**config.mk**
```make
export PLATFORM = sky130hd
export DESIGN_NAME = rri_div_step
export DESIGN_NICKNAME = d
export VERILOG_FILES = /design/src/rtl/core/rri_pkg.sv /design/src/rtl/core/rri_div_step.sv
export SDC_FILE = /design/constraint.sdc
export NUM_CORES = 1
export LEC_CHECK = 0
export BUFFER_PORTS_ARGS = -buffer_cell sky130_fd_sc_hd__buf_4
export CAP_MARGIN = 20
export CORE_AREA = 2 2 452 454
export CTS_CLUSTER_SIZE = 12
export DETAILED_ROUTE_END_ITERATION = 10
export DIE_AREA = 0 0 454 456
export SKIP_LAST_GASP = 1
export SLEW_MARGIN = 20
export SYNTH_ARGS = -nofsm -noshare
export SYNTH_HDL_FRONTEND = slang
export SYNTH_SLANG_ARGS = --single-unit
```
**constraint.sdc**
```tcl
create_clock -name clk -period 1.07 [get_ports clk]
set_input_delay 0.1605 -clock clk [delete_from_list [all_inputs] [get_ports clk]]
set_output_delay 0.1605 -clock clk [all_outputs]
set_load 0.02 [all_outputs]
```
**src/rtl/core/rri_pkg.sv**
```systemverilog
// ----------------------------------------------------------------------------
// rri_pkg
// widths, codes and transaction types shared by the ray-ray intersection core
// ----------------------------------------------------------------------------
package rri_pkg;

	// field formats
	localparam int PW  = 32;       // position width, q15.16
	localparam int DW  = 16;       // direction width, q1.14
	localparam int F   = DW - 2;   // direction fraction bits
	localparam int PF  = 16;       // position fraction bits
	localparam int CW  = 32;       // register width
	localparam int IDXW = 2;       // register index width

	// internal widths
	localparam int ODW   = PW + 1;                 // origin difference
	localparam int N1W   = 2 * DW + 1;             // direction cross
	localparam int N2W   = ODW + DW + 1;           // offset cross
	localparam int N2L   = N2W / 2;                // low split of offset cross
	localparam int N2H   = N2W - N2L;              // high split of offset cross
	localparam int MW    = 2 * N1W;                // squared length of direction cross
	localparam int SQLW  = 2 * N2W;                // one lane of offset squared length
	localparam int SQW   = 2 * N2W + 2;            // offset squared length
	localparam int DOLW  = N2W + N1W;              // one lane of the cross dot
	localparam int DOTW  = N2W + N1W + 2;          // cross dot
	localparam int TPW   = N2W + DW + 2;           // triple product
	localparam int MAGW  = DOTW;                   // magnitude of cross dot
	localparam int CKW   = (MAGW + 2) / 3;         // chunk of magnitude per multiplier
	localparam int PRODW = MAGW + DW;              // dividend
	localparam int QW    = PW + 1;                 // quotient bits kept
	localparam int RW    = (PRODW > MW + QW) ? PRODW : MW + QW;   // remainder

	// register indexes
	localparam logic [IDXW-1:0] REG_PARALLEL = 2'd0;
	localparam logic [IDXW-1:0] REG_OVERLAP  = 2'd1;
	localparam logic [IDXW-1:0] REG_COPLANAR = 2'd2;

	typedef enum logic [1:0] {
		ST_HIT      = 2'd0,
		ST_OVERLAP  = 2'd1,
		ST_PARALLEL = 2'd2,
		ST_SKEW     = 2'd3
	} status_t;

	typedef struct packed {
		logic signed [PW-1:0] origin_a_x;
		logic signed [PW-1:0] origin_a_y;
		logic signed [PW-1:0] origin_a_z;
		logic signed [DW-1:0] dir_a_x;
		logic signed [DW-1:0] dir_a_y;
		logic signed [DW-1:0] dir_a_z;
		logic signed [PW-1:0] origin_b_x;
		logic signed [PW-1:0] origin_b_y;
		logic signed [PW-1:0] origin_b_z;
		logic signed [DW-1:0] dir_b_x;
		logic signed [DW-1:0] dir_b_y;
		logic signed [DW-1:0] dir_b_z;
	} rri_in_t;

	typedef struct packed {
		status_t              status;
		logic signed [PW-1:0] point_x;
		logic signed [PW-1:0] point_y;
		logic signed [PW-1:0] point_z;
	} rri_out_t;

	typedef struct packed {
		logic [CW-1:0] par_thr;
		logic [CW-1:0] ovl_thr;
		logic [CW-1:0] cop_tol;
	} rri_cfg_t;

	typedef struct packed {
		logic par;
		logic ovl;
		logic skw;
	} rri_ctl_t;

	typedef struct packed {
		logic [MW-1:0]           m;
		logic [2:0][PRODW-1:0]   prod;
		rri_ctl_t                ctl;
		logic [2:0]              neg;
		logic [2:0][PW-1:0]      oa;
	} rri_geo_t;

	typedef struct packed {
		logic [MW-1:0]           m;
		logic [2:0][RW-1:0]      rem;
		logic [2:0][QW-1:0]      quo;
		rri_ctl_t                ctl;
		logic [2:0]              neg;
		logic [2:0]              ovf;
		logic [2:0][PW-1:0]      oa;
	} rri_div_t;

endpackage

```
**src/rtl/core/rri_div_step.sv**
```systemverilog
// ----------------------------------------------------------------------------
// rri_div_step
// one restoring division step for all three lanes, one quotient bit each
// ----------------------------------------------------------------------------
module rri_div_step #(
	parameter int BIT = 0
) (
	input  logic              clk,
	input  logic              arst_n,
	input  logic              en,
	input  logic              v_in,
	input  rri_pkg::rri_div_t d_in,
	output logic              v_out,
	output rri_pkg::rri_div_t d_out
);
	import rri_pkg::*;

	logic     v_s1;
	rri_div_t d_d, d_s1;

	always_comb begin
		logic [RW-1:0] dsh;
		d_d = d_in;
		dsh = RW'(d_in.m) << BIT;
		for (int i = 0; i < 3; i++) begin
			if (d_in.rem[i] >= dsh) begin
				d_d.rem[i]      = d_in.rem[i] - dsh;
				d_d.quo[i][BIT] = 1'b1;
			end
		end
	end

	always_ff @(posedge clk or negedge arst_n) begin
		if (!arst_n) begin
			v_s1 <= 1'b0;
		end else if (en) begin
			v_s1 <= v_in;
		end
	end

	always_ff @(posedge clk) begin
		if (en) begin
			d_s1 <= d_d;
		end
	end

	assign v_out = v_s1;
	assign d_out = d_s1;

endmodule

```
==> impl_table.tex, run 1 <==
\begin{tabular}{lr}
\hline
Metric & Value \\
\hline
\multicolumn{2}{l}{\textbf{Status}} \\
\quad Status & complete, but fails checks \\
\quad Violations in the final reports & negative setup slack \\
\multicolumn{2}{l}{\textbf{Synthesis}} \\
\quad Dominant combinational cell family by area after synthesis & simple AND/OR/NAND/NOR gates \\
\quad Library cells used by synthesis & 89 \\
\quad Flop and latch count out of synthesis & between 500 and 600 \\
\quad Number of enable flip-flop cells after synthesis & around 570 \\
\quad Multiplexer share of the synthesized area & less than 1\% \\
\quad Async set-reset flop share out of synthesis & 0.174\% \\
\quad Gate count of the mapped netlist & around 3500 \\
\quad Fraction of the mapped netlist area in compound gates & 16.1\% \\
\quad Yosys warning total & 0 \\
\quad Syn\_nets & roughly 4300 \\
\quad Post-Syn Area & about 0.035 mm² \\
\quad Sequential cell area fraction in the yosys report & 49.0\% \\
\quad Dominant synthesized flop cell & sky130\_fd\_sc\_hd\_\_edfxtp\_1 \\
\quad Post-Synth Adder-Cell Area & under 10\% \\
\quad Xor/xnor cell area share of the yosys netlist & 7.25\% \\
\quad Area share of and/or/nand/nor cells after synthesis & between 10\% and 20\% \\
\quad Average footprint of a synthesized cell & 9.99 µm² \\
\multicolumn{2}{l}{\textbf{Place}} \\
\quad Worst slack after detailed placement & -2.96 ns \\
\quad Port bufs & roughly 1200 \\
\quad Placed wire-length estimate & 189000 µm \\
\quad RePlAce Congestion & 0.966 \\
\multicolumn{2}{l}{\textbf{Finish}} \\
\quad Fraction of layout cells with a size suffix above 1 & 52.8\% \\
\quad Post-synthesis to final-layout area growth & 109\% \\
\quad Final core utilization & a little over a third \\
\quad Fill cell total of the finished layout & 19994 \\
\quad Net count of the finished layout & 7514 \\
\multicolumn{2}{l}{\textbf{Setup path}} \\
\quad Crit path arrival time & 3.37 ns \\
\quad Class of the most critical setup path & input pin to flip-flop \\
\quad Worst reg2reg path startpoint & v\_out\$\_DFFE\_PN0P\_ \\
\quad Count of buffering cells on the critical path with inverters included & 8 \\
\quad Start point of the critical path & d\_in[547] \\
\quad Cells along the critical path & buf\_12 > inv\_12 > ha\_4 > nand2\_4 > or4\_4 > nor4\_4 > buf\_4 > and4\_1 > nand3\_1 > and3\_1 > a21boi\_4 > buf\_6 > buf\_12 > buf\_16 > buf\_8 > buf\_6 > mux2\_4 \\
\quad Delay of the slowest cell on the worst path & 0.62 ns \\
\quad Crit Path Max Fanout & 7 \\
\quad Delay-heaviest family, CP & simple AND/OR/NAND/NOR gates \\
\quad Library cell contributing the largest single delay on the critical path & sky130\_fd\_sc\_hd\_\_or4\_4 \\
\quad Capturing element type of the critical path & flip-flop \\
\quad Required time of the critical path & 1.51 ns \\
\quad Startpoint class of the critical path & input pin \\
\multicolumn{2}{l}{\textbf{Power}} \\
\quad Leakage & 30.9 nW \\
\quad Sequential Power Share & 32.9\% \\
\quad Part of the total power dissipated in the clock network & between 20\% and 30\% \\
\quad Power Internal & 58.9 mW \\
\quad Total power consumption of the routed design & between 80 and 90 mW \\
\quad VDD IR max & $\sim$0.0012 V \\
\quad Power Density & between 1000 and 1500 mW/mm² \\
\quad Switching power share of the total & roughly 33\% \\
\quad Power share of the combinational group & 37.2\% \\
\quad Switching power of the nets & 29.6 mW \\
\multicolumn{2}{l}{\textbf{Clock tree}} \\
\quad H-tree Lvls & 3 \\
\quad Library cell used as clock root buffer & sky130\_fd\_sc\_hd\_\_clkbuf\_16 \\
\quad Clock buffers created by TritonCTS & 75 \\
\quad Number of clock sinks seen by CTS & 574 \\
\quad Clock network latency to the later pin of the worst-skew pair & 0.69 ns \\
\quad Clock transition at the register clock pins on the worst setup and hold paths after CTS & approximately 0.060 ns \\
\quad Clock tree from TritonCTS & yes \\
\quad CTS Buffer Depth & 3 \\
\multicolumn{2}{l}{\textbf{STA}} \\
\quad Final clock period utilization by the worst path & 274\% \\
\quad Worst clock skew & 0 ns \\
\quad Total setup violations reported at the end of the flow & 943 \\
\quad Sum of negative setup slack & -689.11 ns \\
\quad Smallest hold slack & 0.00308 ns \\
\quad Final Critical Period & between 2 and 3 ns \\
\quad Number of max-slew violations in the final report & 0 \\
\quad Max-slew headroom at the worst pin & between 50 and 60\% \\
\quad Actual transition at the worst max-transition pin & between 0.6 and 0.7 ns \\
\quad Final worst slack & -1.86 ns \\
\quad RSZ-0062 raised after global routing & true \\
\quad Number of hold violations in the final report & 0 \\
\quad Maximum clock frequency & around 340 MHz \\
\multicolumn{2}{l}{\textbf{Die}} \\
\quad Full die area & 0.207 mm² \\
\quad Standard cell core area & just over 0.2 mm² \\
\quad Initial Utilization & 17.4\% \\
\quad Number of top-level design ports & 1151 \\
\quad Die height & $\sim$460 µm \\
\quad Total number of placement rows & about 170 \\
\quad Horizontal extent of the die & 454 µm \\
\multicolumn{2}{l}{\textbf{Drt}} \\
\quad Sum of routed wire length over all layers & 235000 µm \\
\quad DRC violation count after routing & 0 \\
\quad Detailed-router iteration count before antenna repair & 6 \\
\quad Detailed-route vias per instance & 4.45 \\
\quad Number of DRC markers after the initial detailed-route iteration & 3139 \\
\quad Number of nets with antenna violations after detailed routing & 0 \\
\quad Number of vias in the routed layout & 42242 \\
\quad Mean routed wirelength per cell & 24.7 µm \\
\multicolumn{2}{l}{\textbf{Global routing}} \\
\quad Global-route wire length before repair & 312000 µm \\
\quad Largest net degree at the start of global routing & between 40 and 50 \\
\quad Overall overflow remaining after global route & 0 \\
\quad Combined global-route utilization of all metal layers & 21.2\% \\
\quad Number of global-route vias before repair & approximately 42000 \\
\quad Number of antenna violations at the first check in global routing & 70 \\
\multicolumn{2}{l}{\textbf{Min path}} \\
\quad Hold path start & d\_in[400] \\
\quad Class of the worst hold path & input pin to flip-flop \\
\multicolumn{2}{l}{\textbf{Run}} \\
\quad Maximum capacitance violations & 0 \\
\hline
\end{tabular}
## power by group through the flow
stage	clock, mW	sequential (mW)	combinational [mW]
after global placement	0	29.5	28.4
after detailed placement	0	29.5	28.4
after global routing	27.9	29.2	34.7
after floorplan	0	32.2	8.23
after CTS	27.2	29.1	31.2
final	26.4	29.1	33.0
## state kept, by name, summed over array words and instances (netlist names)
signal / flops
v_out: 1
d_out: 573
## layout by cell type (no fill, tap or decap), drive strengths merged, types with 14 or more instances in the layout
| cell type | synthesis | final |
|---|---|---|
| o21bai | 32 | 32 |
| dlygate4sd3 | 0 | 582 |
| xor2 | 129 | 129 |
| nand2 | 365 | 365 |
| nor4 | 61 | 61 |
| or2 | 22 | 22 |
| nand4 | 98 | 98 |
| edfxtp | 573 | 573 |
| and2 | 15 | 15 |
| nor2 | 331 | 331 |
| o211ai | 18 | 18 |
| o21ai | 237 | 237 |
| diode | 0 | 33 |
| clkbuf | 121 | 100 |
| nand2b | 37 | 37 |
| nor2b | 23 | 23 |
| clkinvlp | 0 | 25 |
| and3 | 17 | 17 |
| ha | 198 | 198 |
| a31oi | 30 | 30 |
| nand3 | 59 | 59 |
| clkinv | 0 | 31 |
| or4 | 30 | 30 |
| inv | 111 | 98 |
| a21oi | 387 | 387 |
| a21o | 67 | 67 |
| o21a | 34 | 34 |
| mux2 | 14 | 14 |
| nor3 | 91 | 91 |
| a211oi | 36 | 36 |
| o31ai | 17 | 17 |
| xnor2 | 162 | 162 |
| or3 | 28 | 28 |
| buf | 26 | 2685 |
## Yosys cell counts (18+ instances only)
cell type,count,area share [%]
sky130_fd_sc_hd__nor3_1,89,1.3
sky130_fd_sc_hd__o21ai_1,94,1.3
sky130_fd_sc_hd__edfxtp_1,573,49
sky130_fd_sc_hd__or3_1,27,0.48
sky130_fd_sc_hd__inv_1,111,1.2
sky130_fd_sc_hd__nor2_1,330,3.5
sky130_fd_sc_hd__o211ai_1,18,0.38
sky130_fd_sc_hd__a31oi_1,30,0.53
sky130_fd_sc_hd__nor4_1,55,0.98
sky130_fd_sc_hd__o21a_1,34,0.73
sky130_fd_sc_hd__a21oi_1,386,5.5
sky130_fd_sc_hd__or4_1,27,0.58
sky130_fd_sc_hd__xnor2_1,162,4.0
sky130_fd_sc_hd__xor2_1,129,3.2
sky130_fd_sc_hd__nand2_1,365,3.9
sky130_fd_sc_hd__o21bai_1,32,0.68
sky130_fd_sc_hd__ha_1,198,7.0
sky130_fd_sc_hd__nand4_1,98,1.7
sky130_fd_sc_hd__a21o_1,67,1.4
sky130_fd_sc_hd__nor2b_1,23,0.41
sky130_fd_sc_hd__o21ai_0,143,2.0
sky130_fd_sc_hd__clkbuf_1,121,1.3
sky130_fd_sc_hd__a211oi_1,36,0.77
sky130_fd_sc_hd__nand2b_1,37,0.66
sky130_fd_sc_hd__nand3_1,59,0.84
## layer usage
| metal | track usage, % | wire, µm | vias to the layer above |
|---|---|---|---|
| li1 | - | - | 19648 |
| met1 | 22.5 | 84800 | 20504 |
| met2 | 37.8 | 120000 | 1610 |
| met3 | 2.94 | 11700 | 454 |
| met4 | 16.1 | 18600 | 26 |
| met5 | 0 | 151 | - |
## area by class of cell
| cell class | instances | area (µm²) | area share, % |
|---|---|---|---|
| tap | 2672 | 3340 | 4.54 |
| clock buffer | 83 | 1930 | 2.62 |
| multi-input combinational | 2689 | 21700 | 29.4 |
| timing repair buffer | 3285 | 28200 | 38.3 |
| antenna | 33 | 82.6 | 0.112 |
| sequential | 574 | 17200 | 23.4 |
| clock inverter | 51 | 587 | 0.797 |
| inverter | 111 | 579 | 0.787 |
## metrics by stage
step | instances | area [µm²]
2_1_floorplan | 3521 | 36500
3_3_place_gp | 8589 | 58700
3_5_place_dp | 8589 | 58700
4_1_cts | 9378 | 69400
5_1_grt | 9497 | 73700
6_report | 9498 | 73700
## logic make-up (layout without fill, tap and decap cells)
group           after synthesis  after routing
mux                          14             14
simple gates               1231           1231
other cells                   0             33
buf+inv                     258           3530
xor+xnor                    291            291
compound gates              952            952
fa+ha+maj                   201            201
flops                       574            574
## repair_timing
item | CTS | global route
endpoints found under the hold margin | 634 | 0
setup endpoints to repair | 880 | 982
resized for setup | 311 | 694
cloned | 11 | 23
setup buffers | 68 | 83
pin swaps | 119 | 255
hold buffers | 582 | 0
## path summary, 6_finish.rpt
| kind | cells after the start | end | slack [ns] |
|---|---|---|---|
| worst max-delay path | 17 | d_out[439]$_DFFE_PP_ | -1.86 |
| worst min register to register | 1 | v_out$_DFFE_PN0P_ | 0.54 |
| max in group asynchronous | 3 | v_out$_DFFE_PN0P_ | 0.66 |
| worst max register to register | 1 | v_out$_DFFE_PN0P_ | 0.30 |
| worst min-delay path | 5 | d_out[401]$_DFFE_PP_ | 0.003 |
| min in group asynchronous | 3 | v_out$_DFFE_PN0P_ | 0.31 |
Power figures use the tool's default switching activity.
==> run 2: changes to the inputs <==
- CELL_PAD_IN_SITES_DETAIL_PLACEMENT: unset -> 2
- CELL_PAD_IN_SITES_GLOBAL_PLACEMENT: unset -> 2
- CORE_AREA: 2 2 452 454 -> 10 10 437 439
- DIE_AREA: 0 0 454 456 -> 0 0 447 449
- PLACE_DENSITY_LB_ADDON: unset -> 0.1
==> run 2 against run 1 <==
Compared with the run above:
- the flow still finishes with violations (negative setup slack)
- power is 1.6% higher
- hold slack better by 0.018 ns
- largest power group unchanged
- first-iteration DRC count is 40% lower
- non-clock buffer count is 43 higher
- critical path depth is 2 higher
- sequential share of layout area is 0.36 points higher
- flip-flop and latch count stayed put
- worst setup slack worse by 0.056 ns
- final cell count is 2.5% lower
==> impl_table.tex, run 2 (same netlist as run 1, synthesis figures left out) <==
\begin{tabular}{lr}
\hline
Metric & Value \\
\hline
\multicolumn{2}{l}{\textbf{Status}} \\
\quad Status & complete, but fails checks \\
\quad Violations in the final reports & negative setup slack \\
\multicolumn{2}{l}{\textbf{Clock tree}} \\
\quad Number of clock sinks seen by CTS & 574 \\
\quad Clock transition at the register clock pins on the worst setup and hold paths after CTS & 0.06 ns \\
\quad Library cell used as clock root buffer & sky130\_fd\_sc\_hd\_\_clkbuf\_16 \\
\quad Clock network latency to the later pin of the worst-skew pair & 0.71 ns \\
\quad Clock tree from TritonCTS & yes \\
\quad H-tree Lvls & 3 \\
\quad Clock buffers created by TritonCTS & $\sim$80 \\
\quad CTS Buffer Depth & 3 \\
\multicolumn{2}{l}{\textbf{Global routing}} \\
\quad Number of antenna violations at the first check in global routing & 57 \\
\quad Number of global-route vias before repair & between 40000 and 50000 \\
\quad Largest net degree at the start of global routing & 44 \\
\quad Overall overflow remaining after global route & 0 \\
\quad Combined global-route utilization of all metal layers & 25.4\% \\
\quad Global-route wire length before repair & $\sim$370000 µm \\
\multicolumn{2}{l}{\textbf{Min path}} \\
\quad Class of the worst hold path & input pin to flip-flop \\
\quad Hold depth & 4 \\
\multicolumn{2}{l}{\textbf{Finish}} \\
\quad Post-synthesis to final-layout area growth & 106\% \\
\quad Number of flip-flops in the largest register & roughly 570 \\
\quad Most common cell after layout, fill and taps aside & sky130\_fd\_sc\_hd\_\_buf\_4 \\
\quad Final std cells w/o fill & $\sim$9300 \\
\quad Net count of the finished layout & $\sim$7600 \\
\quad Fraction of layout cells with a size suffix above 1 & 51.0\% \\
\quad Most frequent cells in the layout & sky130\_fd\_sc\_hd\_\_buf\_4 (2555), sky130\_fd\_sc\_hd\_\_dlygate4sd3\_1 (576), sky130\_fd\_sc\_hd\_\_edfxtp\_1 (573) \\
\quad Final core utilization & 39.8\% \\
\multicolumn{2}{l}{\textbf{Die}} \\
\quad Number of top-level design ports & 1151 \\
\quad Total number of placement rows & 157 \\
\quad Initial Utilization & 19.3\% \\
\quad Die height & 449 µm \\
\quad Standard cell core area & 0.182 mm² \\
\quad Horizontal extent of the die & 447 µm \\
\quad Full die area & 0.201 mm² \\
\multicolumn{2}{l}{\textbf{Drt}} \\
\quad Number of nets with antenna violations after detailed routing & 0 \\
\quad Number of vias in the routed layout & 41893 \\
\quad Sum of routed wire length over all layers & roughly 260000 µm \\
\quad Mean routed wirelength per cell & 28.5 µm \\
\quad Detailed-route vias per instance & 4.53 \\
\quad Number of DRC markers after the initial detailed-route iteration & 1874 \\
\quad DRC violation count after routing & 0 \\
\quad Detailed-router iteration count before antenna repair & 5 \\
\multicolumn{2}{l}{\textbf{Setup path}} \\
\quad Most repeated library cell on the critical path & sky130\_fd\_sc\_hd\_\_buf\_4 \\
\quad Cells along the critical path & buf\_8 > clkinvlp\_4 > buf\_6 > ha\_4 > nand4\_1 > buf\_4 > nor4\_4 > o2111ai\_2 > a21oi\_4 > nor4\_2 > buf\_4 > o21ai\_4 > buf\_4 > buf\_6 > buf\_12 > buf\_12 > bufbuf\_16 > nor2\_4 > a21oi\_2 \\
\quad Required time of the critical path & 1.56 ns \\
\quad Count of buffering cells on the critical path with inverters included & 10 \\
\quad Delay-heaviest family, CP & buffers and inverters \\
\quad Instance count on the critical path & 19 \\
\quad Crit Path Max Fanout & 13 \\
\quad Class of the most critical setup path & input pin to flip-flop \\
\quad Delay of the slowest cell on the worst path & 0.30 ns \\
\quad Crit path arrival time & 3.47 ns \\
\quad Startpoint class of the critical path & input pin \\
\quad Library cell contributing the largest single delay on the critical path & sky130\_fd\_sc\_hd\_\_ha\_4 \\
\quad Capturing element type of the critical path & flip-flop \\
\quad Path depth of the worst reg2reg path & 1 \\
\multicolumn{2}{l}{\textbf{Place}} \\
\quad Placed wire-length estimate & 214000 µm \\
\quad RePlAce Congestion & 0.894 \\
\quad Dpl cells & 8360 \\
\quad Port bufs & 1150 \\
\multicolumn{2}{l}{\textbf{STA}} \\
\quad Number of max-slew violations in the final report & 0 \\
\quad Maximum clock frequency & roughly 330 MHz \\
\quad Final worst slack & -1.92 ns \\
\quad Max-slew headroom at the worst pin & 56.7\% \\
\quad Sum of negative setup slack & -708.45 ns \\
\quad Smallest hold slack & about 0.021 ns \\
\quad Total setup violations reported at the end of the flow & 880 \\
\quad Worst clock skew & 0 ns \\
\quad Actual transition at the worst max-transition pin & between 0.6 and 0.7 ns \\
\quad Number of hold violations in the final report & 0 \\
\quad Final clock period utilization by the worst path & 279\% \\
\quad Final Critical Period & 2.99 ns \\
\quad RSZ-0062 raised after global routing & true \\
\multicolumn{2}{l}{\textbf{Power}} \\
\quad Power Density & about 1200 mW/mm² \\
\quad Total power consumption of the routed design & roughly 90 mW \\
\quad VDD IR max & 0.00121 V \\
\quad Leakage & 30.6 nW \\
\multicolumn{2}{l}{\textbf{Run}} \\
\quad Maximum capacitance violations & 0 \\
\hline
\end{tabular}
## run 2: where the power goes
part	internal [mW]	switching (mW)	leakage, nW
Clock	15.6	12.1	1.26
Combinational	15.7	17.7	23.7
Sequential	27.9	0.947	5.62
Total	59.1	30.8	30.6
## run 2: routing by layer
metal | GRT usage, % | vias to the layer above | part of all wire (%)
met3 | 4.46 | 354 | 4.5
li1 | - | 19691 | -
met5 | 0 | - | 0.091
met2 | 47.4 | 989 | 53
met4 | 12.6 | 36 | 5.6
met1 | 27.1 | 20823 | 37
## run 2: final timing paths
| path | from | end | slack, ns |
|---|---|---|---|
| setup / recovery | d_in[529] | d_out[230]$_DFFE_PP_ | -1.92 |
| hold / removal | d_in[309] | d_out[309]$_DFFE_PP_ | 0.02 |
| setup reg to reg | v_out$_DFFE_PN0P_ | v_out$_DFFE_PN0P_ | 0.31 |
| hold reg to reg | v_out$_DFFE_PN0P_ | v_out$_DFFE_PN0P_ | 0.53 |
| max in group asynchronous | arst_n | v_out$_DFFE_PN0P_ | 0.68 |
| min in group asynchronous | arst_n | v_out$_DFFE_PN0P_ | 0.29 |
## run 2: stage by stage
| step | area (µm²) | setup WS (ns) |
|---|---|---|
| after floorplan | 36500 | -1.93 |
| after global placement | 58700 | -3.37 |
| after detailed placement | 58700 | -3.50 |
| after CTS | 71700 | -1.83 |
| after global routing | 72500 | -1.97 |
| final | 72600 | -1.92 |
## run 2: worst min-delay path, delay by kind of cell
kind                       cells  cell delay (ns)
xor gates and xnor gates       1             0.08
buffers and inverters          1             0.10
AOI/OAI and AO/OA              1             0.12
adders and majority gates      1             0.15
## run 2: what timing repair did
| item | 4_1_cts | 5_1_grt |
|---|---|---|
| pin swaps | 169 | 55 |
| gates resized for setup | 667 | 109 |
| gates cloned | 21 | 0 |
| hold buffers | 575 | 1 |
| endpoints found under the hold margin | 580 | 1 |
| setup endpoints to repair | 880 | 894 |
| setup buffers | 118 | 34 |
## run 2: cell type report
cell class	count	area [µm²]
Fill cell	19531	110000
Sequential cell	574	17200
Clock buffer	94	2080
Clock inverter	53	558
Antenna cell	23	57.6
Tap cell	2385	2980
Inverter	111	571
Timing Repair Buffer	3328	28300
Multi-Input combinational cell	2689	20800
